File: config.mk
export PLATFORM = sky130hd
export DESIGN_NAME = kat_queue
export DESIGN_NICKNAME = d
export VERILOG_FILES = /design/src/sv/kat_pkg.sv /design/src/sv/kat_queue.sv
export SDC_FILE = /design/constraint.sdc
export NUM_CORES = 1
export LEC_CHECK = 0
export ABC_CLOCK_PERIOD_IN_PS = 4100
export BUFFER_PORTS_ARGS = -buffer_cell sky130_fd_sc_hd__buf_2
export CAP_MARGIN = 20
export CELL_PAD_IN_SITES_DETAIL_PLACEMENT = 1
export CELL_PAD_IN_SITES_GLOBAL_PLACEMENT = 1
export CORE_MARGIN = 3
export CORE_UTILIZATION = 44
export DETAILED_ROUTE_END_ITERATION = 8
export GPL_ROUTABILITY_DRIVEN = 1
export PLACE_DENSITY_LB_ADDON = 0.12
export SYNTH_ARGS = -nofsm -noshare
export SYNTH_HDL_FRONTEND = slang
export SYNTH_SLANG_ARGS = --single-unit
File: constraint.sdc
create_clock -name clk -period 4.1 [get_ports clk]
set_input_delay 0.41 -clock clk [delete_from_list [all_inputs] [get_ports clk]]
set_output_delay 0.41 -clock clk [all_outputs]
set_load 0.01 [all_outputs]
File: src/sv/kat_pkg.sv
// ----------------------------------------------------------------------------
// kat_pkg
// Shared types and constants for the keyframe animation timer.
// ----------------------------------------------------------------------------
package kat_pkg;

    localparam int MaxKeys   = 8;
    localparam int KeyIdxW   = $clog2(MaxKeys);
    localparam int TimeW     = 32;
    localparam int TotalW    = TimeW + 16;
    localparam int FracSteps = 16;
    localparam int DivSteps  = TimeW + FracSteps;

    localparam logic [16:0]      OneQ16  = 17'h10000;
    localparam logic [TimeW-1:0] TimeMax = {TimeW{1'b1}};

    typedef enum logic [1:0] {
        OP_TICK  = 2'd0,
        OP_START = 2'd1,
        OP_WRITE = 2'd2,
        OP_NONE  = 2'd3
    } opcode_t;

    typedef enum logic [2:0] {
        REG_START_DELAY  = 3'd0,
        REG_ITER_LENGTH  = 3'd1,
        REG_REPEAT_COUNT = 3'd2,
        REG_DIRECTION    = 3'd3,
        REG_EASING       = 3'd4,
        REG_KEY_COUNT    = 3'd5
    } cfg_reg_t;

    typedef enum logic [1:0] {
        DIR_NORMAL      = 2'd0,
        DIR_REVERSE     = 2'd1,
        DIR_ALTERNATE   = 2'd2,
        DIR_ALT_REVERSE = 2'd3
    } dir_t;

    typedef enum logic [1:0] {
        EASE_LINEAR = 2'd0,
        EASE_IN     = 2'd1,
        EASE_OUT    = 2'd2,
        EASE_BOTH   = 2'd3
    } ease_t;

    typedef struct packed {
        logic [TimeW-1:0]  start_delay;
        logic [TimeW-1:0]  iteration_length;
        logic [15:0]       repeat_count;
        dir_t              direction;
        ease_t             easing;
        logic [3:0]        keyframe_count;
        logic [TotalW-1:0] total_len;
    } cfg_t;

    typedef struct packed {
        logic [16:0]        off;
        logic signed [31:0] val;
    } key_t;

    typedef struct packed {
        logic               is_write;
        logic [KeyIdxW-1:0] idx;
        key_t               key;
        logic [TimeW-1:0]   active;
        logic               done;
    } job_t;

    typedef enum logic [3:0] {
        BK_IDLE,
        BK_DIV,
        BK_DIR,
        BK_RD,
        BK_CHK,
        BK_FRAC,
        BK_FDIV,
        BK_EASE,
        BK_SHAPE,
        BK_MUL,
        BK_SUM,
        BK_OUT
    } back_state_t;

endpackage

File: src/sv/kat_queue.sv
// ----------------------------------------------------------------------------
// kat_queue
// Two-entry job queue between the front and back parts.
// ----------------------------------------------------------------------------
module kat_queue (
    input  logic          clk,
    input  logic          rst_n,
    input  logic          push,
    input  kat_pkg::job_t push_job,
    output logic          full,
    input  logic          pop,
    output logic          empty,
    output kat_pkg::job_t head
);
    import kat_pkg::*;

    job_t       slot_mem [2];
    logic       wr_ptr_reg, wr_ptr_next;
    logic       rd_ptr_reg, rd_ptr_next;
    logic [1:0] count_reg, count_next;

    assign full  = (count_reg == 2'd2);
    assign empty = (count_reg == 2'd0);
    assign head  = slot_mem[rd_ptr_reg];

    // pointer and count update
    always_comb
    begin
        wr_ptr_next = wr_ptr_reg ^ push;
        rd_ptr_next = rd_ptr_reg ^ pop;
        count_next  = count_reg + 2'(push) - 2'(pop);
    end

    always_ff @(posedge clk or negedge rst_n)
    begin
        if (!rst_n)
        begin
            wr_ptr_reg <= 1'b0;
            rd_ptr_reg <= 1'b0;
            count_reg  <= 2'd0;
        end
        else
        begin
            wr_ptr_reg <= wr_ptr_next;
            rd_ptr_reg <= rd_ptr_next;
            count_reg  <= count_next;
        end
    end

    // storage
    always_ff @(posedge clk)
    begin
        if (push)
        begin
            slot_mem[wr_ptr_reg] <= push_job;
        end
    end
endmodule

; ---- After elaboration in Yosys (flattened, before gate mapping)
; Memories as Yosys holds them, arrays and structs flattened.
; Cells that the tools add are included.
[classes]
addsub = 2
n_eq_ne = 1
n_mux = 2
bitwise = 2
n_reduce_logical = 1
[op_table]
columns = op, n
row1 = $add 2x1->2, 1
row2 = $eq 2x2->1 const B, 1
row3 = $logic_not 2->1, 1
row4 = $mux 1, 2
row5 = $sub 2x1->2, 1
row6 = $xor 1x1->1, 2
[totals]
register_bits = 4
ramBits = 172
inputBits = 90
elab_cells = 12
mem_count = 1
[mem_list]
columns = name, depth, width, rd, rd_ports_with_merged_regs, write_ports, line
row1 = slot_mem, 2, 86, 1, 0, 1, kat_queue.sv:17  ; job_t slot_mem [2];

; ---- Depth between registers and ports, before layout
[depth]
word_depth = 2
ltp_mapped = 5

; ---- Least setup slack after synthesis
; No wires, ideal clock.
[synth_timing]
path_kind = input -> register
start = input port push
end = memory slot_mem[0][0] in the netlist's numbering, enable pin
arrival_time_ns = 2.461
required_ns = 3.646
setup_slack_ns = 1.184
stages = 1
cell_sequence = ha_1
[synth_between]
elab_chain_cells = 2
[synth_lines]
columns = item, line
row1 = from (decl), kat_queue.sv:8  ; input logic push,
row2 = $mux 1, kat_queue.sv:53  ; if (push)
row3 = $mux 1 (implied by the code), kat_queue.sv:55  ; slot_mem[wr_ptr_reg] <= push_job;
row4 = to (decl), kat_queue.sv:17
; Every way passes these cells.

==> impl_metrics.ini <==
[setup_path]
critical_path.max_fanout = 48
r2r_start = wr_ptr_reg
cp.arrival_ps = 2320
critical_path_class = reg2out
start_kind = flip-flop
required_ps = 3690
critPathCaptureType = primary output
crit_start = rd_ptr_reg

[routing]
final_antenna_net_count = 0
drc = 0
wirelength_um = 12680
detail_route.first_pass.iterations = 4
num_vias = 3275
drt_first_iter_violations = 247
viasPerCell = 4.888
routedWlPerCell_um = 18.93

[yosys]
synth_cell_type_count = 12
synth_area_um2 = 6535
syn_nets = 378
synth-seq-area-share_pct = 80.57
avgSynthCellArea_um2 = 23.01
ys_seq_elements = 176
synthCells = 284
yosysWarnings = 0

[floorplan]
initial_utilization_pct = 46.01
io_pins = 178
dieArea_um2 = 16350
rows = 43
core_area_um2 = 14200
die_y_um = 127.9
die_w_um = 127.9

[timing]
finalCriticalPeriod_ps = 2726
worst_slew_pin_slew_ps = 1016
maxSlewViolCount = 0
skew_ps = 7.481
setup_violations = 0
slew_headroom_pct = 32.24
setup_ws_ps = 1374
rsz0062_at_grt = false
period_share_pct = 66.48
setup_tns_ps = 0
fmax_mhz = 366.9
hold_violations = 0

[layout]
layout.nets = 571
antennaDiodeCount = 0
fin_cells = 670
fin_area_um2 = 8244
drive_gt1_share_pct = 61.43
area_growth_syn_to_layout_pct = 26.15
largest_register_ffs = 172

[clock_network]
clk_path_buf_depth = 2
clk_latency_ps = 420
cts-root-buf = clkbuf_16
cts_setup_buffers = 0
numCtsBuffers = 17
cts_max_level = 4
clock-sinks = 176
cts_tree = yes
clkTransAtPathRegs_ps = 70

[placed_design]
hpwlAfterDp_um = 8389
dp_cells = 637
gp_congestion = 0.7134
pre_cts_ws_ps = 1779
io_buffer_count = 177
placed_area_um2 = 7639

[power]
p_per_area_nw_per_um2 = 699.0
power_frac_clock_pct = 28.0
seq_power_share_pct = 44.9
p_switching_mw = 1.607
ir_drop_v = 0.0003798
p_leak_nw = 3.220
swShare_pct = 27.89
intPower_mw = 4.155
comb_power_share_pct = 27.1

[status]
outcome = complete, no violations

[global_routing]
grt_pass1_wl_um = 19220
grt-ovfl-total = 0
grt_pass1_vias = 3587
grt_util_all_layers_pct = 15.67
grt_max_degree = 71
antenna_found_initial = 2

[job]
drv_cap = 0

[worst_hold_path]
hold_path_class = in2reg
hp-start = push_job[17]
metrics by stage:
| stage | hold WS [ps] | util [%] | total power, mW |
|---|---|---|---|
| 2_1_floorplan | 114.4 | - | 3.646 |
| 3_3_place_gp | 221.1 | 53.78 | 4.195 |
| 3_5_place_dp | 221.3 | 53.78 | 4.229 |
| 4_1_cts | 155.2 | 58.04 | 5.854 |
| 5_1_grt | 156.5 | 58.04 | 6.055 |
| 6_report | 173.7 | 58.04 | 5.762 |
final timing paths:
path / cells past startpoint / to / slack, ps
min: 1 / slot_mem[1][17] / 170
max: 3 / head[40] / 1370
min reg2reg: 1 / count_reg[1] / 650
max reg2reg: 3 / slot_mem[0][13] / 2120
max in group asynchronous: 2 / rd_ptr_reg / 3630
min in group asynchronous: 2 / count_reg[0] / 340
worst max-delay path: stages, from the launching register on:
cell	delay (ps)
dfrtp_4	910
buf_4	450
mux2_2	380
buf_2	140
final cells by class:
class / count / area, um2
Multi-Input combinational cell: 94 / 1199
Clock inverter: 14 / 166.4
Timing Repair Buffer: 184 / 940.9
Inverter: 4 / 15.01
Fill cell: 1327 / 5959
Clock buffer: 18 / 429.2
Tap cell: 180 / 225.2
Sequential cell: 176 / 5269
what timing repair did:
action                                 4_1_cts  5_1_grt
hold buffers                                 1        0
endpoints found under the hold margin        4        0
gates resized for setup                      0        0
cell families (layout without fill, tap and decap cells):
| family | Yosys count | in the layout | share of synthesized area, % |
|---|---|---|---|
| flops | 176 | 176 | 80.57 |
| buf+inv | 14 | 220 | 1.474 |
| xor+xnor | 2 | 2 | 0.4978 |
| fa+ha+maj | 4 | 4 | 0.7659 |
| simple gates | 2 | 2 | 0.1532 |
| mux | 86 | 86 | 16.54 |
layer usage:
layer  routed length, um  up-vias  global-route usage [%]
met1                5098     1614                   18.95
met5                  34        -                       0
li1                    -     1508                       -
met4                 208        4                   6.055
met2                6405      129                   25.60
met3                 938       20                   5.917
synth_stat cells (all sizes together):
cell type  instances  area share, %
edfxtp           172             79
mux2              86             17
buf               10            1.2
dfrtp              4            1.5
ha                 4           0.77
inv                4           0.23
nor2               1          0.057
nor2b              1          0.096
xor2               1           0.13
xor3               1           0.36
power groups by stage:
stage	Clock [mW]	Combinational (mW)	Sequential [mW]
final	1.61	1.56	2.59
after global routing	1.72	1.70	2.63
after CTS	1.65	1.60	2.60
after detailed placement	0	1.59	2.64
after global placement	0	1.58	2.61
after floorplan	0	1.14	2.51
placed cells by master (no fill, tap or decap):
cell	instances
inv_1	4
clkinv_1	2
ha_1	2
dlygate4sd3_1	1
clkinv_4	4
buf_2	177
buf_4	6
clkinv_2	2
ha_4	2
edfxtp_1	172
nor2b_1	1
clkbuf_16	17
inv_6	1
dfrtp_4	1
clkbuf_1	1
xor3_1	1
clkinvlp_4	2
xor2_1	1
nor2_1	1
bufinv_16	3
mux2_2	56
mux2_4	30
dfrtp_1	3
(Power assumes the default switching activity.)
