`config.mk`:
```
export PLATFORM = sky130hd
export DESIGN_NAME = kat_front_flat
export DESIGN_NICKNAME = d
export VERILOG_FILES = /design/src/sv/kat_pkg.sv /design/src/sv/kat_if.sv /design/src/sv/kat_front.sv /design/src/flat_wrapper.sv
export SDC_FILE = /design/constraint.sdc
export NUM_CORES = 1
export LEC_CHECK = 0
export ABC_AREA = 1
export BUFFER_PORTS_ARGS = -buffer_cell sky130_fd_sc_hd__buf_4
export CORE_MARGIN = 4
export CORE_UTILIZATION = 53
export CTS_CLUSTER_SIZE = 30
export DETAILED_ROUTE_END_ITERATION = 10
export HOLD_SLACK_MARGIN = 0.05
export PLACE_DENSITY = 0.89
export RECOVER_POWER = 50
export SLEW_MARGIN = 20
export SYNTH_ARGS = -nofsm -noshare
export SYNTH_HDL_FRONTEND = slang
export SYNTH_SLANG_ARGS = --single-unit
```
`constraint.sdc`:
```
create_clock -name clk -period 8.4 [get_ports clk]
set_input_delay 1.26 -clock clk [delete_from_list [all_inputs] [get_ports clk]]
set_output_delay 1.26 -clock clk [all_outputs]
set_load 0.05 [all_outputs]
```
`src/sv/kat_pkg.sv`:
```
// ----------------------------------------------------------------------------
// kat_pkg
// Shared types and constants for the keyframe animation timer.
// ----------------------------------------------------------------------------
package kat_pkg;

    localparam int MaxKeys   = 8;
    localparam int KeyIdxW   = $clog2(MaxKeys);
    localparam int TimeW     = 32;
    localparam int TotalW    = TimeW + 16;
    localparam int FracSteps = 16;
    localparam int DivSteps  = TimeW + FracSteps;

    localparam logic [16:0]      OneQ16  = 17'h10000;
    localparam logic [TimeW-1:0] TimeMax = {TimeW{1'b1}};

    typedef enum logic [1:0] {
        OP_TICK  = 2'd0,
        OP_START = 2'd1,
        OP_WRITE = 2'd2,
        OP_NONE  = 2'd3
    } opcode_t;

    typedef enum logic [2:0] {
        REG_START_DELAY  = 3'd0,
        REG_ITER_LENGTH  = 3'd1,
        REG_REPEAT_COUNT = 3'd2,
        REG_DIRECTION    = 3'd3,
        REG_EASING       = 3'd4,
        REG_KEY_COUNT    = 3'd5
    } cfg_reg_t;

    typedef enum logic [1:0] {
        DIR_NORMAL      = 2'd0,
        DIR_REVERSE     = 2'd1,
        DIR_ALTERNATE   = 2'd2,
        DIR_ALT_REVERSE = 2'd3
    } dir_t;

    typedef enum logic [1:0] {
        EASE_LINEAR = 2'd0,
        EASE_IN     = 2'd1,
        EASE_OUT    = 2'd2,
        EASE_BOTH   = 2'd3
    } ease_t;

    typedef struct packed {
        logic [TimeW-1:0]  start_delay;
        logic [TimeW-1:0]  iteration_length;
        logic [15:0]       repeat_count;
        dir_t              direction;
        ease_t             easing;
        logic [3:0]        keyframe_count;
        logic [TotalW-1:0] total_len;
    } cfg_t;

    typedef struct packed {
        logic [16:0]        off;
        logic signed [31:0] val;
    } key_t;

    typedef struct packed {
        logic               is_write;
        logic [KeyIdxW-1:0] idx;
        key_t               key;
        logic [TimeW-1:0]   active;
        logic               done;
    } job_t;

    typedef enum logic [3:0] {
        BK_IDLE,
        BK_DIV,
        BK_DIR,
        BK_RD,
        BK_CHK,
        BK_FRAC,
        BK_FDIV,
        BK_EASE,
        BK_SHAPE,
        BK_MUL,
        BK_SUM,
        BK_OUT
    } back_state_t;

endpackage

```
`src/sv/kat_if.sv`:
```
// ----------------------------------------------------------------------------
// kat interfaces
// Valid/ready channels for input words, frame words and config writes.
// ----------------------------------------------------------------------------
interface kat_item_if;
    logic               valid;
    logic               ready;
    logic [1:0]         opcode;
    logic [31:0]        time_delta;
    logic [2:0]         entry_index;
    logic [16:0]        entry_offset;
    logic signed [31:0] entry_value;

    modport source (output valid, opcode, time_delta, entry_index, entry_offset,
                    entry_value, input ready);
    modport sink   (input valid, opcode, time_delta, entry_index, entry_offset,
                    entry_value, output ready);
endinterface


```
`src/sv/kat_front.sv`:
```
// ----------------------------------------------------------------------------
// kat_front
// Accepts input words, keeps elapsed time and run state, queues jobs.
// ----------------------------------------------------------------------------
module kat_front (
    input  logic          clk,
    input  logic          rst_n,
    kat_item_if.sink      item,
    input  kat_pkg::cfg_t cfg,
    input  logic          q_full,
    output logic          q_push,
    output kat_pkg::job_t q_job
);
    import kat_pkg::*;

    logic [TimeW-1:0] elapsed_reg, elapsed_next;
    logic             running_reg, running_next;

    logic             accept;
    logic [TimeW-1:0] sum_sat;
    logic [TimeW-1:0] active;
    logic             past_delay;
    logic             done;
    logic             tick_go;

    assign item.ready = !q_full;
    assign accept     = item.valid && item.ready;

    // saturating time update and classification
    always_comb
    begin
        sum_sat    = (item.time_delta >= (TimeMax - elapsed_reg)) ? TimeMax
                                                                   : elapsed_reg + item.time_delta;
        past_delay = (sum_sat >= cfg.start_delay);
        active     = sum_sat - cfg.start_delay;
        done       = (cfg.repeat_count != 16'd0) && ({16'd0, active} >= cfg.total_len);
        tick_go    = accept && (item.opcode == OP_TICK) && running_reg;
    end

    // job to the back part
    always_comb
    begin
        q_push       = (accept && (item.opcode == OP_WRITE)) || (tick_go && past_delay);
        q_job.is_write = (item.opcode == OP_WRITE);
        q_job.idx      = item.entry_index;
        q_job.key.off  = item.entry_offset;
        q_job.key.val  = item.entry_value;
        q_job.active   = active;
        q_job.done     = done;
    end

    // run state
    always_comb
    begin
        elapsed_next = elapsed_reg;
        running_next = running_reg;
        if (accept && (item.opcode == OP_START))
        begin
            elapsed_next = '0;
            running_next = 1'b1;
        end
        else if (tick_go)
        begin
            elapsed_next = sum_sat;
            if (past_delay && done)
            begin
                running_next = 1'b0;
            end
        end
    end

    always_ff @(posedge clk or negedge rst_n)
    begin
        if (!rst_n)
        begin
            elapsed_reg <= '0;
            running_reg <= 1'b0;
        end
        else
        begin
            elapsed_reg <= elapsed_next;
            running_reg <= running_next;
        end
    end
endmodule

```
`src/flat_wrapper.sv`:
```
// flat-port wrapper written by rule: the top's interface ports become plain ports
module kat_front_flat import kat_pkg::*;
  (clk, rst_n, cfg, q_full, q_push, q_job, item_valid, item_opcode, item_time_delta, item_entry_index, item_entry_offset, item_entry_value, item_ready);
  kat_item_if item_i ();
  input  logic clk;
  input  logic rst_n;
  input  kat_pkg::cfg_t cfg;
  input  logic q_full;
  output logic q_push;
  output kat_pkg::job_t q_job;
  input wire logic [$bits(item_i.valid)-1:0] item_valid;
  input wire logic [$bits(item_i.opcode)-1:0] item_opcode;
  input wire logic [$bits(item_i.time_delta)-1:0] item_time_delta;
  input wire logic [$bits(item_i.entry_index)-1:0] item_entry_index;
  input wire logic [$bits(item_i.entry_offset)-1:0] item_entry_offset;
  input wire logic [$bits(item_i.entry_value)-1:0] item_entry_value;
  output wire logic [$bits(item_i.ready)-1:0] item_ready;
  assign item_i.valid = item_valid;
  assign item_i.opcode = item_opcode;
  assign item_i.time_delta = item_time_delta;
  assign item_i.entry_index = item_entry_index;
  assign item_i.entry_offset = item_entry_offset;
  assign item_i.entry_value = item_entry_value;
  assign item_ready = item_i.ready;
  kat_front u_core (.clk(clk), .rst_n(rst_n), .item(item_i), .cfg(cfg), .q_full(q_full), .q_push(q_push), .q_job(q_job));
endmodule
```
Word-level counts from Yosys, hierarchy flattened --
Index checks and enable logic that the tools add are counted.
Word-level totals: input bits 226, bits in registers 33, output and inout port bits 88
Cells by class: equality and inequality tests 2, mux-type cells 6, magnitude comparators 3, reductions and logical operators 15, add/sub/neg operators 3
Operators by type and width (number):
- $mux 32 | 3
- $ge 32x32->1 | 2
- $ge 32x48->1 | 1
- $add 32x32->32 | 1
- $sub 32x32->32 | 1
- $sub 32x32->32 const A | 1
- $reduce_bool 16->1 | 1
- $logic_and 1x1->1 | 8
- $reduce_bool 2->1 | 2
- $mux 1 | 3
- $eq 2x1->1 const B | 1
- $eq 2x2->1 const B | 1
- $logic_not 2->1 | 1
- $reduce_and 2->1 | 1
- $logic_not 1->1 | 1
- $logic_or 1x1->1 | 1

Logic depth before layout (Yosys ltp) --
depth after elaboration 10, mapped depth 36, gate-level depth less buffers 35

Worst setup path after synthesis --
No wires, ideal clock.
kind input to output, start in item_time_delta[0], end out q_job[0] (netlist name), data required time 7140 ps, arrival 5719 ps, cell stages on the path 24, buffers on the path 1, path slack 1421 ps, path through ha_1 > fa_1 > nand2_1 > nand2_1 > a21oi_1 > o21ai_2 > xor2_1 > or2_1 > ha_1 > nand2_1 > nor3_1 > nand2_1 > nand2_1 > nand3_1 > nand2_1 > a21oi_1 > xnor2_1 > ha_1 > nand4_1 > inv_1 > a21oi_1 > nand2_1 > and2_1 > buf_4
RTL lines:
- start, declared | RTL line flat_wrapper.sv:13 | input wire logic [$bits(item_i.time_delta)-1:0] item_time_delta;
- end, declared | RTL line flat_wrapper.sv:10 | output kat_pkg::job_t q_job;

==> flow_summary.yaml <==
place:
  port_buffers: 169
  place_congestion: 0.987
  dpl.hpwl_um: 17300
  place_area_um2: 7770
clock_network:
  clock_latency_ns: 0.29
  path_clk_slew_ns: 0.06
  post-cts-setup-buffers: 0
  cts_buffer_depth: 2
  ctsHtreeMaxLevel: 2
  numCtsBuffers: 5
  cts_resized: 0
  clock-sinks: 33
  cts_root_buf: "clkbuf_16"
  cts_hold_buf: 0
  cts_tree: "yes"
worst_setup_path:
  reg2reg_from: "u_core.elapsed_reg[29]"
  startpoint: "item_time_delta[29]"
  crit_path_max_fanout: 22
  crit_path_frequent_cell: "nand2_1"
  critPathArrivalTime_ns: 6.08
  cpLargestDelayFamily: "simple AND/OR/NAND/NOR gates"
  path_buf_inv: 4
  worstSetupStartpointType: "primary input"
  slowest_stage: "ha_1"
  path_class: "primary input to output port"
  required_ns: 7.14
  critical-path-max-stage-delay_ns: 0.38
  endpoint_kind: "output port"
floorplan:
  coreArea_um2: 12200
  rows: 40
  start_util: 0.552
  die_w_um: 121
  top_level_ports: 314
  die_height_um: 121
  die_area_um2: 14600
global_routing:
  grt_pass1_wl_um: 33300
  grt_antenna_before_repair: 0
  gr-total-overflow: 0
  grt_pass1_vias: 7407
  grt_max_degree: 34
  grt_use_total: 0.277
logic_synthesis:
  synth_compound_area_frac: 0.156
  ys_seq_area_frac: 0.122
  yosys.area_share.simple: 0.312
  avgSynthCellArea_um2: 6.12
  ys_warn_count: 0
  syn_nets: 1427
  synth-seq-cells: 33
  synthesis.instances: 1102
  synth_top_family_by_area: "simple AND/OR/NAND/NOR gates"
  netlist_area_um2: 6740
  ys_types: 37
  synth_xor_area_frac: 0.0585
  synth.area.mux_share: 0
  yosys.area_share.adder: 0.186
finish:
  fin_area_um2: 7930
  nFillCells: 1206
  drive_gt1_frac: 0.175
  largest_register_ff_count: 32
  mostFrequentLayoutCells: "288 x nand2_1, 170 x inv_1, 170 x buf_4, 103 x nor2_1, 97 x ha_1"
  area.growth.synth_to_final_pct: 17.6
  layout_commonest_cell: "nand2_1"
  num_antenna_cells: 0
  nets: 1543
hold_path:
  hold_path_startpoint: "u_core.running_reg"
  hp-class: "flip-flop to flip-flop"
drt:
  detail_route.wl_per_cell_um: 14.5
  drtPass1Iterations: 6
  dr_total_vias: 7451
  detail_route.iter0.violations: 423
  routed_wl_um: 20200
  ant_nets: 0
  drc: 0
  avgViaCountPerCell: 5.37
sta:
  post-route-period-util: 0.874
  maxSlewHeadroom: -0.249
  hold_viol: 0
  setup_violations: 0
  fin_tns_setup_ns: 0
  slew_violations: 34
  worst_pin_slew_ns: 1.87
  rsz0062_at_grt: "false"
  post-route-min-period_ns: 7.34
  hold_ws_ns: 0.482
  fin_skew_ns: 0.00599
  max_clock_freq_ghz: 0.136
outcome:
  violations: "capacitance limit, slew limit"
  outcome: "finished, violations left"
flow_run:
  cap_violations: 1
[worst register-to-register path, delay by kind of cell, from the launching register on]
family	cells	cell delay, ns
xor+xnor	1	0.19
compound gates	7	1.21
fa+ha+maj	3	1.06
simple gates	17	1.54
buf+inv	2	0.55
flops	1	0.38
[cell families after synthesis]
family | after synthesis
xor+xnor | 45
simple gates | 498
buf+inv | 235
compound gates | 192
fa+ha+maj | 99
flops | 33
[Yosys cell counts]
master,n,share of area
o21a_1,5,0.0056
o21ai_0,53,0.039
nand2_2,8,0.0074
o21ai_1,9,0.0067
or2_1,1,0.00093
xor2_1,33,0.043
inv_2,3,0.0017
nor2_1,103,0.057
and2_1,1,0.00093
a21oi_1,96,0.071
nand4_1,9,0.0084
nor3_1,15,0.011
o21ai_2,2,0.0026
a21oi_4,1,0.0024
nand3_1,47,0.035
clkbuf_1,5,0.0028
nor3_2,1,0.0015
buf_6,4,0.0067
a21oi_2,4,0.0052
a31o_2,1,0.0013
nand3_2,7,0.010
xnor2_1,12,0.016
and3_1,2,0.0019
inv_1,170,0.095
nor2_2,4,0.0037
a31oi_1,6,0.0056
or2_4,3,0.0039
fa_1,2,0.0059
a21o_1,6,0.0067
dfrtp_1,33,0.12
ha_1,97,0.18
nor2_4,1,0.0017
nand2_1,288,0.16
o21bai_1,8,0.0089
nor4_1,8,0.0074
buf_4,53,0.059
o22ai_1,1,0.00093
[metrics by stage]
stage	cells	util	setup WS, ns
floorplan	1102	-	1.42
global placement	1379	0.637	1.17
detailed placement	1379	0.637	1.13
CTS	1387	0.649	1.11
global route	1387	0.649	0.588
finish	1387	0.649	1.06
[layout make-up]
cell class	count	area (um^2)	area share
timing repair buffer	171	1280	0.161
inverter	173	649	0.0819
sequential	33	826	0.104
multi-input combinational	834	4800	0.606
tap	168	210	0.0265
clock buffer	7	153	0.0193
clock inverter	1	5.00	0.000631
[final timing paths]
path	to	slack (ns)	cells past startpoint
worst max register to register	u_core.running_reg	3.34	30
worst max-delay path	q_job[0]	1.06	30
max in group asynchronous	u_core.elapsed_reg[28]	5.84	1
worst min register to register	u_core.running_reg	0.48	2
min in group asynchronous	u_core.elapsed_reg[7]	1.48	1
worst min-delay path	u_core.running_reg	0.48	2
[per-layer routing]
layer / up-vias / global-route usage / wire length, um
li1: 3744 / - / -
met4: 0 / 0.114 / 804
met3: 66 / 0.0500 / 1610
met1: 3321 / 0.329 / 8190
met2: 320 / 0.492 / 9570
met5: - / 0 / 0
Power is not shown: default switching activity piles up to over one toggle a cycle in this logic, so the estimate is an artifact.
