## src/sv/kat_pkg.sv

```systemverilog
// ----------------------------------------------------------------------------
// kat_pkg
// Shared types and constants for the keyframe animation timer.
// ----------------------------------------------------------------------------
package kat_pkg;

    localparam int MaxKeys   = 8;
    localparam int KeyIdxW   = $clog2(MaxKeys);
    localparam int TimeW     = 32;
    localparam int TotalW    = TimeW + 16;
    localparam int FracSteps = 16;
    localparam int DivSteps  = TimeW + FracSteps;

    localparam logic [16:0]      OneQ16  = 17'h10000;
    localparam logic [TimeW-1:0] TimeMax = {TimeW{1'b1}};

    typedef enum logic [1:0] {
        OP_TICK  = 2'd0,
        OP_START = 2'd1,
        OP_WRITE = 2'd2,
        OP_NONE  = 2'd3
    } opcode_t;

    typedef enum logic [2:0] {
        REG_START_DELAY  = 3'd0,
        REG_ITER_LENGTH  = 3'd1,
        REG_REPEAT_COUNT = 3'd2,
        REG_DIRECTION    = 3'd3,
        REG_EASING       = 3'd4,
        REG_KEY_COUNT    = 3'd5
    } cfg_reg_t;

    typedef enum logic [1:0] {
        DIR_NORMAL      = 2'd0,
        DIR_REVERSE     = 2'd1,
        DIR_ALTERNATE   = 2'd2,
        DIR_ALT_REVERSE = 2'd3
    } dir_t;

    typedef enum logic [1:0] {
        EASE_LINEAR = 2'd0,
        EASE_IN     = 2'd1,
        EASE_OUT    = 2'd2,
        EASE_BOTH   = 2'd3
    } ease_t;

    typedef struct packed {
        logic [TimeW-1:0]  start_delay;
        logic [TimeW-1:0]  iteration_length;
        logic [15:0]       repeat_count;
        dir_t              direction;
        ease_t             easing;
        logic [3:0]        keyframe_count;
        logic [TotalW-1:0] total_len;
    } cfg_t;

    typedef struct packed {
        logic [16:0]        off;
        logic signed [31:0] val;
    } key_t;

    typedef struct packed {
        logic               is_write;
        logic [KeyIdxW-1:0] idx;
        key_t               key;
        logic [TimeW-1:0]   active;
        logic               done;
    } job_t;

    typedef enum logic [3:0] {
        BK_IDLE,
        BK_DIV,
        BK_DIR,
        BK_RD,
        BK_CHK,
        BK_FRAC,
        BK_FDIV,
        BK_EASE,
        BK_SHAPE,
        BK_MUL,
        BK_SUM,
        BK_OUT
    } back_state_t;

endpackage

```

## src/sv/kat_if.sv

```systemverilog


interface kat_frame_if;
    logic               valid;
    logic               ready;
    logic signed [31:0] frame_value;
    logic [16:0]        frame_progress;
    logic               finished;

    modport source (output valid, frame_value, frame_progress, finished, input ready);
    modport sink   (input valid, frame_value, frame_progress, finished, output ready);
endinterface


```

## src/sv/kat_back.sv

```systemverilog
// ----------------------------------------------------------------------------
// kat_back
// Executes jobs: keyframe writes; for ticks, progress divide, direction, segment search, easing, lerp.
// ----------------------------------------------------------------------------
module kat_back (
    input  logic          clk,
    input  logic          rst_n,
    input  kat_pkg::cfg_t cfg,
    input  logic          job_valid,
    input  kat_pkg::job_t job,
    output logic          job_pop,
    kat_frame_if.source   frame
);
    import kat_pkg::*;

    back_state_t state_reg, state_next;

    key_t             key_mem [MaxKeys];
    key_t             key_rd_reg;

    logic [TimeW-1:0] rem_reg;
    logic [TimeW-1:0] dvd_reg;
    logic [16:0]      quo_reg;
    logic [5:0]       cnt_reg;
    logic [16:0]      p_reg;
    logic             iter_reg;
    logic             done_reg;
    logic [KeyIdxW-1:0] idx_reg;
    key_t             first_reg, prev_reg, from_reg, to_reg;
    logic [16:0]      frem_reg, fden_reg;
    logic [16:0]      t_reg;
    logic [35:0]      prod_reg;
    logic             hi_half_reg;
    logic [16:0]      e_reg;
    logic signed [50:0] mul_reg;
    logic signed [31:0] val_reg;

    logic               out_valid_reg;
    logic signed [31:0] out_value_reg;
    logic [16:0]        out_prog_reg;
    logic               out_fin_reg;

    // derived signals
    logic [3:0]         n_keys;
    logic [TimeW:0]     div_r;
    logic               div_ge;
    logic [16:0]        quo_step;
    logic               flip;
    logic               last_idx;
    logic               in_seg;
    logic signed [17:0] num, den;
    logic [16:0]        an, ad;
    logic               frac_zero;
    logic [17:0]        fdiv_r;
    logic               fdiv_ge;
    logic [18:0]        ease_m;
    logic signed [32:0] diff;
    logic               out_free;

    assign n_keys  = (cfg.keyframe_count > 4'(MaxKeys)) ? 4'(MaxKeys) : cfg.keyframe_count;
    assign job_pop = (state_reg == BK_IDLE) && job_valid;
    assign out_free = !out_valid_reg || frame.ready;

    // datapath helpers
    always_comb
    begin
        div_r    = {rem_reg, dvd_reg[TimeW-1]};
        div_ge   = (div_r >= {1'b0, cfg.iteration_length});
        quo_step = {quo_reg[15:0], div_ge};

        unique case (cfg.direction)
            DIR_NORMAL:      flip = 1'b0;
            DIR_REVERSE:     flip = 1'b1;
            DIR_ALTERNATE:   flip = iter_reg;
            DIR_ALT_REVERSE: flip = !iter_reg;
            default:         flip = 1'b0;
        endcase

        last_idx = ({1'b0, idx_reg} == (n_keys - 4'd1));
        in_seg   = (prev_reg.off <= p_reg) && (p_reg <= key_rd_reg.off);

        num = $signed({1'b0, p_reg}) - $signed({1'b0, from_reg.off});
        den = $signed({1'b0, to_reg.off}) - $signed({1'b0, from_reg.off});
        an  = num[17] ? 17'(-num) : num[16:0];
        ad  = den[17] ? 17'(-den) : den[16:0];
        frac_zero = (den == 18'sd0) || (num == 18'sd0) || (num[17] != den[17]);

        fdiv_r  = {frem_reg, 1'b0};
        fdiv_ge = (fdiv_r >= {1'b0, fden_reg});

        unique case (cfg.easing)
            EASE_LINEAR: ease_m = 19'(OneQ16);
            EASE_IN:     ease_m = {2'b0, t_reg};
            EASE_OUT:    ease_m = 19'(2 * OneQ16) - {2'b0, t_reg};
            EASE_BOTH:   ease_m = (t_reg < 17'(OneQ16 / 2)) ? {1'b0, t_reg, 1'b0}
                                  : 19'(4 * OneQ16) - {1'b0, t_reg, 1'b0};
            default:     ease_m = 19'(OneQ16);
        endcase

        diff = $signed({to_reg.val[31], to_reg.val}) - $signed({from_reg.val[31], from_reg.val});
    end

    // next state
    always_comb
    begin
        state_next = state_reg;
        unique case (state_reg)
            BK_IDLE:
            begin
                if (job_valid && !job.is_write)
                begin
                    if (job.done || (cfg.iteration_length == '0))
                        state_next = BK_DIR;
                    else
                        state_next = BK_DIV;
                end
            end
            BK_DIV:   if (cnt_reg == 6'd0) state_next = BK_DIR;
            BK_DIR:   state_next = (n_keys == 4'd0) ? BK_OUT : BK_RD;
            BK_RD:    state_next = BK_CHK;
            BK_CHK:
            begin
                if (idx_reg == '0)
                    state_next = (n_keys == 4'd1) ? BK_FRAC : BK_RD;
                else if (in_seg || last_idx)
                    state_next = BK_FRAC;
                else
                    state_next = BK_RD;
            end
            BK_FRAC:  state_next = (frac_zero || an >= ad) ? BK_EASE : BK_FDIV;
            BK_FDIV:  if (cnt_reg == 6'd0) state_next = BK_EASE;
            BK_EASE:  state_next = BK_SHAPE;
            BK_SHAPE: state_next = BK_MUL;
            BK_MUL:   state_next = BK_SUM;
            BK_SUM:   state_next = BK_OUT;
            BK_OUT:   if (out_free) state_next = BK_IDLE;
            default:  state_next = BK_IDLE;
        endcase
    end

    always_ff @(posedge clk or negedge rst_n)
    begin
        if (!rst_n)
            state_reg <= BK_IDLE;
        else
            state_reg <= state_next;
    end

    // keyframe store
    always_ff @(posedge clk)
    begin
        if (job_pop && job.is_write)
            key_mem[job.idx] <= job.key;
        if (state_reg == BK_RD)
            key_rd_reg <= key_mem[idx_reg];
    end

    // working registers
    always_ff @(posedge clk)
    begin
        unique case (state_reg)
            BK_IDLE:
            begin
                done_reg <= job.done;
                dvd_reg  <= job.active;
                rem_reg  <= '0;
                quo_reg  <= '0;
                cnt_reg  <= 6'(DivSteps - 1);
                p_reg    <= OneQ16;
                iter_reg <= 1'b0;
                idx_reg  <= '0;
            end
            BK_DIV:
            begin
                rem_reg <= div_ge ? TimeW'(div_r - {1'b0, cfg.iteration_length})
                                  : div_r[TimeW-1:0];
                dvd_reg <= {dvd_reg[TimeW-2:0], 1'b0};
                quo_reg <= quo_step;
                cnt_reg <= cnt_reg - 6'd1;
                if (cnt_reg == 6'd0)
                begin
                    p_reg    <= {1'b0, quo_step[15:0]};
                    iter_reg <= quo_step[16];
                end
            end
            BK_DIR:
            begin
                if (!done_reg && flip)
                    p_reg <= OneQ16 - p_reg;
                val_reg <= '0;
            end
            BK_RD:
            begin
            end
            BK_CHK:
            begin
                prev_reg <= key_rd_reg;
                idx_reg  <= idx_reg + 1'b1;
                if (idx_reg == '0)
                begin
                    first_reg <= key_rd_reg;
                    from_reg  <= key_rd_reg;
                    to_reg    <= key_rd_reg;
                end
                else if (in_seg)
                begin
                    from_reg <= prev_reg;
                    to_reg   <= key_rd_reg;
                end
                else
                begin
                    from_reg <= first_reg;
                    to_reg   <= key_rd_reg;
                end
            end
            BK_FRAC:
            begin
                frem_reg <= an;
                fden_reg <= ad;
                cnt_reg  <= 6'(FracSteps - 1);
                if (frac_zero)
                    t_reg <= '0;
                else if (an >= ad)
                    t_reg <= OneQ16;
                else
                    t_reg <= '0;
            end
            BK_FDIV:
            begin
                frem_reg <= fdiv_ge ? 17'(fdiv_r - {1'b0, fden_reg}) : fdiv_r[16:0];
                t_reg    <= {t_reg[15:0], fdiv_ge};
                cnt_reg  <= cnt_reg - 6'd1;
            end
            BK_EASE:
            begin
                prod_reg    <= t_reg * ease_m;
                hi_half_reg <= (cfg.easing == EASE_BOTH) && (t_reg >= 17'(OneQ16 / 2));
            end
            BK_SHAPE:
            begin
                if (t_reg == '0)
                    e_reg <= '0;
                else if (t_reg >= OneQ16)
                    e_reg <= OneQ16;
                else if (hi_half_reg)
                    e_reg <= 17'(prod_reg[35:16] - 20'(OneQ16));
                else
                    e_reg <= prod_reg[32:16];
            end
            BK_MUL:
            begin
                mul_reg <= diff * $signed({1'b0, e_reg});
            end
            BK_SUM:
            begin
                val_reg <= from_reg.val + $signed(mul_reg[47:16]);
            end
            BK_OUT:
            begin
            end
            default:
            begin
            end
        endcase
    end

    // output register
    always_ff @(posedge clk or negedge rst_n)
    begin
        if (!rst_n)
            out_valid_reg <= 1'b0;
        else if (state_reg == BK_OUT && out_free)
            out_valid_reg <= 1'b1;
        else if (frame.ready)
            out_valid_reg <= 1'b0;
    end

    always_ff @(posedge clk)
    begin
        if (state_reg == BK_OUT && out_free)
        begin
            out_value_reg <= val_reg;
            out_prog_reg  <= p_reg;
            out_fin_reg   <= done_reg;
        end
    end

    assign frame.valid          = out_valid_reg;
    assign frame.frame_value    = out_value_reg;
    assign frame.frame_progress = out_prog_reg;
    assign frame.finished       = out_fin_reg;
endmodule

```

## src/flat_wrapper.sv

```systemverilog
// flat-port wrapper written by rule: the top's interface ports become plain ports
module kat_back_flat import kat_pkg::*;
  (clk, rst_n, cfg, job_valid, job, job_pop, frame_valid, frame_frame_value, frame_frame_progress, frame_finished, frame_ready);
  kat_frame_if frame_i ();
  input  logic clk;
  input  logic rst_n;
  input  kat_pkg::cfg_t cfg;
  input  logic job_valid;
  input  kat_pkg::job_t job;
  output logic job_pop;
  output wire logic [$bits(frame_i.valid)-1:0] frame_valid;
  output wire logic [$bits(frame_i.frame_value)-1:0] frame_frame_value;
  output wire logic [$bits(frame_i.frame_progress)-1:0] frame_frame_progress;
  output wire logic [$bits(frame_i.finished)-1:0] frame_finished;
  input wire logic [$bits(frame_i.ready)-1:0] frame_ready;
  assign frame_valid = frame_i.valid;
  assign frame_frame_value = frame_i.frame_value;
  assign frame_frame_progress = frame_i.frame_progress;
  assign frame_finished = frame_i.finished;
  assign frame_i.ready = frame_ready;
  kat_back u_core (.clk(clk), .rst_n(rst_n), .cfg(cfg), .job_valid(job_valid), .job(job), .job_pop(job_pop), .frame(frame_i));
endmodule
```

## config.mk

```make
export PLATFORM = sky130hd
export DESIGN_NAME = kat_back_flat
export DESIGN_NICKNAME = d
export VERILOG_FILES = /design/src/sv/kat_pkg.sv /design/src/sv/kat_if.sv /design/src/sv/kat_back.sv /design/src/flat_wrapper.sv
export SDC_FILE = /design/constraint.sdc
export NUM_CORES = 2
export LEC_CHECK = 0
export CAP_MARGIN = 20
export CORE_ASPECT_RATIO = 1.2
export CORE_MARGIN = 1
export CORE_UTILIZATION = 35
export DETAILED_ROUTE_END_ITERATION = 16
export DONT_BUFFER_PORTS = 1
export PLACE_DENSITY = 0.59
export SYNTH_ARGS = -nofsm -noshare
export SYNTH_HDL_FRONTEND = slang
export SYNTH_SLANG_ARGS = --single-unit
```

## constraint.sdc

```tcl
create_clock -name clk -period 11.1 [get_ports clk]
set_input_delay 0 -clock clk [delete_from_list [all_inputs] [get_ports clk]]
set_output_delay 0 -clock clk [all_outputs]
set_load 0.01 [all_outputs]
```

# After elaboration in Yosys (flattened, before gate mapping)
# Memories as Yosys holds them, arrays and structs flattened. A register that Yosys moved wholly into a read port is not among the register bits.
# Index checks and enable logic that the tools add are counted.
[totals]
regBits = 492
mem_bits_rw = 392
inputBits = 226
output_inout_bits = 52
word_cells = 162
n_memories = 1
[mem_list]
columns = ["name", "depth", "width", "rd", "rd_ports_with_merged_regs", "wr", "line_no", "source"]
rows = [
  ["u_core.key_mem", 8, 49, 1, 1, 1, "kat_back.sv:18", "key_t key_mem [MaxKeys];"],
]
[classes]
n_addsub = 15
multipliers = 2
n_lt_le_gt_ge = 9
n_eq_ne = 25
n_mux = 42
n_reduce_logical = 40
[ops]
columns = ["operator", "count"]
rows = [
  ["one-hot mux 32 bit (2 select lines)", 3],
  ["two-way mux 17 bit", 9],
  ["two-way mux 49 bit", 2],
  ["one-hot mux 19 bit (4 select lines)", 1],
  ["one-hot mux 17 bit (2 select lines)", 2],
  ["one-hot mux 17 bit (3 select lines)", 1],
  ["multiplier 33 x 18 -> 48 bit", 1],
  ["one-hot mux 4 bit (12 select lines)", 1],
  ["zero test 18 bit", 2],
  ["subtractor 17 x 17 -> 18 bit", 2],
  ["less-or-equal comparator 17 bit", 2],
  ["negation 17 bit", 2],
  ["greater-or-equal comparator 33 x 32 -> 1 bit", 1],
  ["multiplier 17 x 19 -> 33 bit", 1],
  ["subtractor 32 x 32 -> 33 bit", 1],
  ["adder 32 bit", 1],
  ["zero test 32 bit", 1],
  ["two-way mux 32 bit", 1],
  ["one-hot mux 16 bit (2 select lines)", 1],
  ["subtractor 32 bit", 1],
  ["two-way mux 4 bit", 7],
  ["two-way mux 19 bit", 1],
  ["subtractor 18 x 17 -> 19 bit (first input constant)", 1],
  ["subtractor 19 x 18 -> 19 bit (first input constant)", 1],
  ["other kinds (43)", 87],
]

# Longest topological paths before layout
[depth]
word_depth = 8
depth_mapped = 39

# Least setup slack after synthesis
# Ideal clock, no wire load.
[synth_path]
path_type = "register to register"
startpoint = "register u_core.t_reg[0]"
endpoint = "register u_core.prod_reg[31] (data pin)"
setup_time_ns = 0.261
arrival_ns = 8.788
path_slack_ns = 2.051
path_stages_with_launch = 34
path_buffers = 1
synth_period_minus_slack_ns = 9.049
cell_sequence = "edfxtp_1 -> inv_2 -> ha_1 -> or3b_2 -> or3_1 -> nor3_2 -> nand2_1 -> or3_1 -> xor2_1 -> nor2_1 -> a211oi_1 -> clkbuf_1 -> nand2_1 -> fa_1 -> fa_1 -> fa_1 -> inv_1 -> fa_1 -> fa_1 -> inv_1 -> fa_1 -> inv_1 -> ha_1 -> a2111oi_0 -> nor2_1 -> a211oi_1 -> a21oi_1 -> o31a_1 -> o211a_1 -> o31a_1 -> o21ai_0 -> nand2b_1 -> a211oi_1 -> nor2_1"
[synth_between]
elab_chain_cells = 4
word_cells_on_any_way = 6
classes_between = "add/sub (2); mul (1); order compare (1); mux (2)"
[synth_rtl]
columns = ["element", "line_no", "source"]
rows = [
  ["from (decl)", "kat_back.sv:31", "logic [16:0] t_reg;"],
  ["from (signal assigned)", "kat_back.sv:224", "t_reg <= OneQ16;"],
  ["from (signal assigned)", "kat_back.sv:231", "t_reg <= {t_reg[15:0], fdiv_ge};"],
  ["subtractor 19 x 18 -> 19 bit / less-than comparator 17 x 16 -> 1 bit (equally long branches)", "kat_back.sv:96, kat_back.sv:95", ""],
  ["two-way mux 19 bit", "kat_back.sv:95", "EASE_BOTH: ease_m = (t_reg < 17'(OneQ16 / 2)) ? {1'b0, t_reg, 1'b0}"],
  ["one-hot mux 19 bit (4 select lines)", "kat_back.sv:91", "unique case (cfg.easing)"],
  ["multiplier 17 x 19 -> 33 bit *", "kat_back.sv:236", "prod_reg <= t_reg * ease_m;"],
  ["to (signal assigned)", "kat_back.sv:236", ""],
  ["to (decl)", "kat_back.sv:32", "logic [35:0] prod_reg;"],
]
# Mark *: on every way between the ends. The rest lies on a longest branch, timed or not.
# A chain may end at the register's enable or synchronous reset.

# Worst setup path after layout
[layout_path]
startpoint = "register u_core.from_reg[0] in the netlist's numbering"
endpoint = "register u_core.mul_reg[47] (data pin)"
[layout_between]
elab_chain_cells = 2
[layout_rtl]
columns = ["element", "line_no", "source"]
rows = [
  ["from (decl)", "kat_back.sv:29", "key_t first_reg, prev_reg, from_reg, to_reg;"],
  ["from (signal assigned)", "kat_back.sv:202", "from_reg <= key_rd_reg;"],
  ["from (signal assigned)", "kat_back.sv:207", "from_reg <= prev_reg;"],
  ["from (signal assigned)", "kat_back.sv:212", "from_reg <= first_reg;"],
  ["subtractor 32 x 32 -> 33 bit", "kat_back.sv:100", "diff = $signed({to_reg.val[31], to_reg.val}) - $signed({from_reg.val[31], from_reg.val});"],
  ["multiplier 33 x 18 -> 48 bit", "kat_back.sv:252", "mul_reg <= diff * $signed({1'b0, e_reg});"],
  ["to (signal assigned)", "kat_back.sv:252", ""],
  ["to (decl)", "kat_back.sv:35", "logic signed [50:0] mul_reg;"],
]
# Every way passes these cells.

==> flow_summary_export.csv <==
group,metric,value,unit
run_status,status,"finished, final reports clean",
synth,synth_cells,6339,
place,dp.final_hpwl,123,mm
clock_network,post_cts_buffers,0,
clock_network,ctsResizeCount,0,
setup_path,slowest_stage,"xnor2_2",
clock_network,cts_inserted_buffers,84,
route,drt_iter0_markers,2543,
sta,finalHoldViolations,0,
sta,max_freq,98.1,MHz
setup_path,required,11530,ps
sta,setup_viol,0,
floorplan,std_cell_rows,181,
place,io_buffers,0,
finish,largest_reg_flops,392,
synth,yosysSeqAreaShare,37.9,%
clock_network,path_clk_slew,70,ps
setup_path,worstSetupPathType,"reg2reg",
global_route,grt_overflow,0,
finish,synthToLayoutAreaGrowth,11.2,%
setup_path,cp_max_fo,17,
finish,layout_common_cells,"inv_1 (1091), edfxtp_1 (896), fa_1 (770)",
sta,fin_hold_ws,32.3,ps
route,wl,169,mm
global_route,globalRouteMet3Util,2.45,%
worst_hold_path,min_to,"u_core.dvd_reg[12]",
synth,yosysWarnings,0,
finish,fin_nets,7865,
route,vias,45700,
global_route,grt_max_degree,67,
clock_network,cts_tree,"done",
clock_network,clock-sinks,901,
setup_path,reg2reg_depth,36,
finish,final.fill_count,19400,
clock_network,htree_levels,3,
synth,syn_area,71300,um^2
global_route,grt_util_all_layers,16.7,%
sta,max-slew-margin-rel,22.7,%
sta,rsz0062_at_grt,"no",
route,viasPerCell,4.97,
setup_path,cp.arrival,10620,ps
setup_path,end_kind,"flip-flop",
run,max_cap_violations,0,
finish,final_common_cell,"inv_1",
route,ant_nets,0,
global_route,met1_usage,21.0,%
setup_path,rrSetupSlack,910,ps
sta,tns,0,ps
global_route,met2_usage,29.6,%
sta,fin_crit,10190,ps
floorplan,initial_core_util,35.2,%
floorplan,core-area,202000,um^2
synth,async_flop_share,0.555,%
finish,regMostFlops,"u_core.key_mem",
floorplan,dieHeight,496,um
global_route,grt_busiest_layer,"met2",
finish,final_cell_area,79300,um^2
setup_path,crit_top_cell,"fa_1",
synth,ys_seq_elements,901,
floorplan,dieArea,205000,um^2
sta,worst_slew_pin_slew,1150,ps
clock_network,clock-root-buffer,"clkbuf_16",
floorplan,io_pins,278,
place,postPlaceCellArea,74700,um^2
clock_network,hold_buffers,153,
sta,fin_skew,76.2,ps
setup_path,rr_startpoint,"u_core.from_reg[0]",
sta,finalCritPeriodShare,91.8,%
route,dr.pass1.iters,5,
sta,drv_slew,0,
clock_network,cts_max_path_buffers,3,
worst_hold_path,hold_path.startpoint,"job[13]",
worst_hold_path,hold_depth,3,
setup_path,reg2reg_to,"u_core.mul_reg[47]",
route,drc_errors,0,
route,wl_per_cell,18.4,um
synth,synth_edf_count,896,
global_route,grt_pass1_vias,48200,
floorplan,die_w,414,um
place,gp_congestion,0.836,
synth,syn-mean-instance-area,11.2,um^2
setup_path,start_kind,"flip-flop",
worst_hold_path,hold_class,"in2reg",
global_route,grt_pass1_wl,269,mm
global_route,antenna_found_initial,18,
synth,synth_ff_type,"edfxtp_1",
synth,yosysUniqueCellTypes,83,
clock_network,clk_latency,720,ps
finish,drive_gt1_share,7.17,%
setup_path,slowest_delay,890,ps
[through the flow]
stage	instances	utilization [%]	worst slack, ps
final	9191	39.1	909
after global routing	9190	39.1	337
after CTS	9183	39.1	954
after detailed placement	8872	36.9	966
after global placement	8871	36.9	1060
after floorplan	6351	-	2050
[critical path: cells and delay by family (launching register included)]
family | cells | cell delay, ps
AOI/OAI and AO/OA | 15 | 3220
buffers and inverters | 4 | 270
and+or+nand+nor | 6 | 910
adders and majority gates | 9 | 3880
xor gates and xnor gates | 2 | 1240
DFF | 1 | 390
[final cells by class]
type | instances | area [um^2] | area share (%)
inverters | 1093 | 4110 | 5.18
multi-input cells | 4117 | 39500 | 49.8
well taps | 2653 | 3320 | 4.19
clock buffers | 102 | 2190 | 2.76
clock inverters | 56 | 767 | 0.968
diodes | 7 | 17.5 | 0.0221
repair buffers | 262 | 2360 | 2.98
flip-flops and latches | 901 | 27000 | 34.1
[how the worst max path moves through the flow]
stage / depth (start not counted) / startpoint / endpoint
6_report: 36 / u_core.from_reg[0] / u_core.mul_reg[47]
3_3_place_gp: 36 / u_core.prev_reg[0] / u_core.mul_reg[47]
5_1_grt: 33 / u_core.t_reg[1] / u_core.prod_reg[31]
4_1_cts: 33 / u_core.t_reg[1] / u_core.prod_reg[31]
2_1_floorplan: 33 / u_core.t_reg[0] / u_core.prod_reg[31]
3_5_place_dp: 33 / u_core.t_reg[1] / u_core.prod_reg[31]
[Yosys cell counts (17+ instances only)]
| master | n | area share (%) |
|---|---|---|
| inv_1 | 1092 | 5.8 |
| edfxtp_1 | 896 | 38 |
| fa_1 | 770 | 22 |
| nand2_1 | 698 | 3.7 |
| and2_1 | 410 | 3.6 |
| ha_1 | 410 | 7.2 |
| nor2_1 | 267 | 1.4 |
| clkbuf_1 | 208 | 1.1 |
| o21ai_0 | 183 | 1.3 |
| a21oi_1 | 182 | 1.3 |
| xnor2_1 | 154 | 1.9 |
| a21o_1 | 113 | 1.2 |
| mux4_2 | 98 | 3.1 |
| nor2b_1 | 85 | 0.75 |
| xor2_1 | 82 | 1.0 |
| mux2i_1 | 69 | 0.97 |
| nor3_1 | 58 | 0.41 |
| nand2b_1 | 56 | 0.49 |
| mux2_2 | 55 | 0.87 |
| nand3_1 | 52 | 0.37 |
| o21a_1 | 46 | 0.48 |
| and3_1 | 33 | 0.29 |
| nand4_1 | 31 | 0.27 |
| or3_1 | 23 | 0.20 |
| a211oi_1 | 18 | 0.19 |
| buf_1 | 17 | 0.090 |
[routing by layer]
metal,vias up,share of wire (%)
met5,-,0.066
met4,18,2.7
met3,259,5.1
met2,1086,51
met1,23300,42
li1,21000,-
[kinds of logic (layout without fill, tap and decap cells)]
| family | count (synthesis) | after routing | synth area share (%) |
|---|---|---|---|
| AOI/OAI and AO/OA | 698 | 698 | 6.29 |
| other | 2 | 21 | 0.0105 |
| and+or+nand+nor | 1765 | 1765 | 12.0 |
| DFF | 901 | 901 | 37.9 |
| adders and majority gates | 1180 | 1180 | 28.8 |
| xor gates and xnor gates | 238 | 238 | 2.95 |
| buffers and inverters | 1333 | 1513 | 7.05 |
| muxes | 222 | 222 | 4.94 |
Power is not shown: default switching activity piles up to over one toggle a cycle in this logic, so the estimate is an artifact.
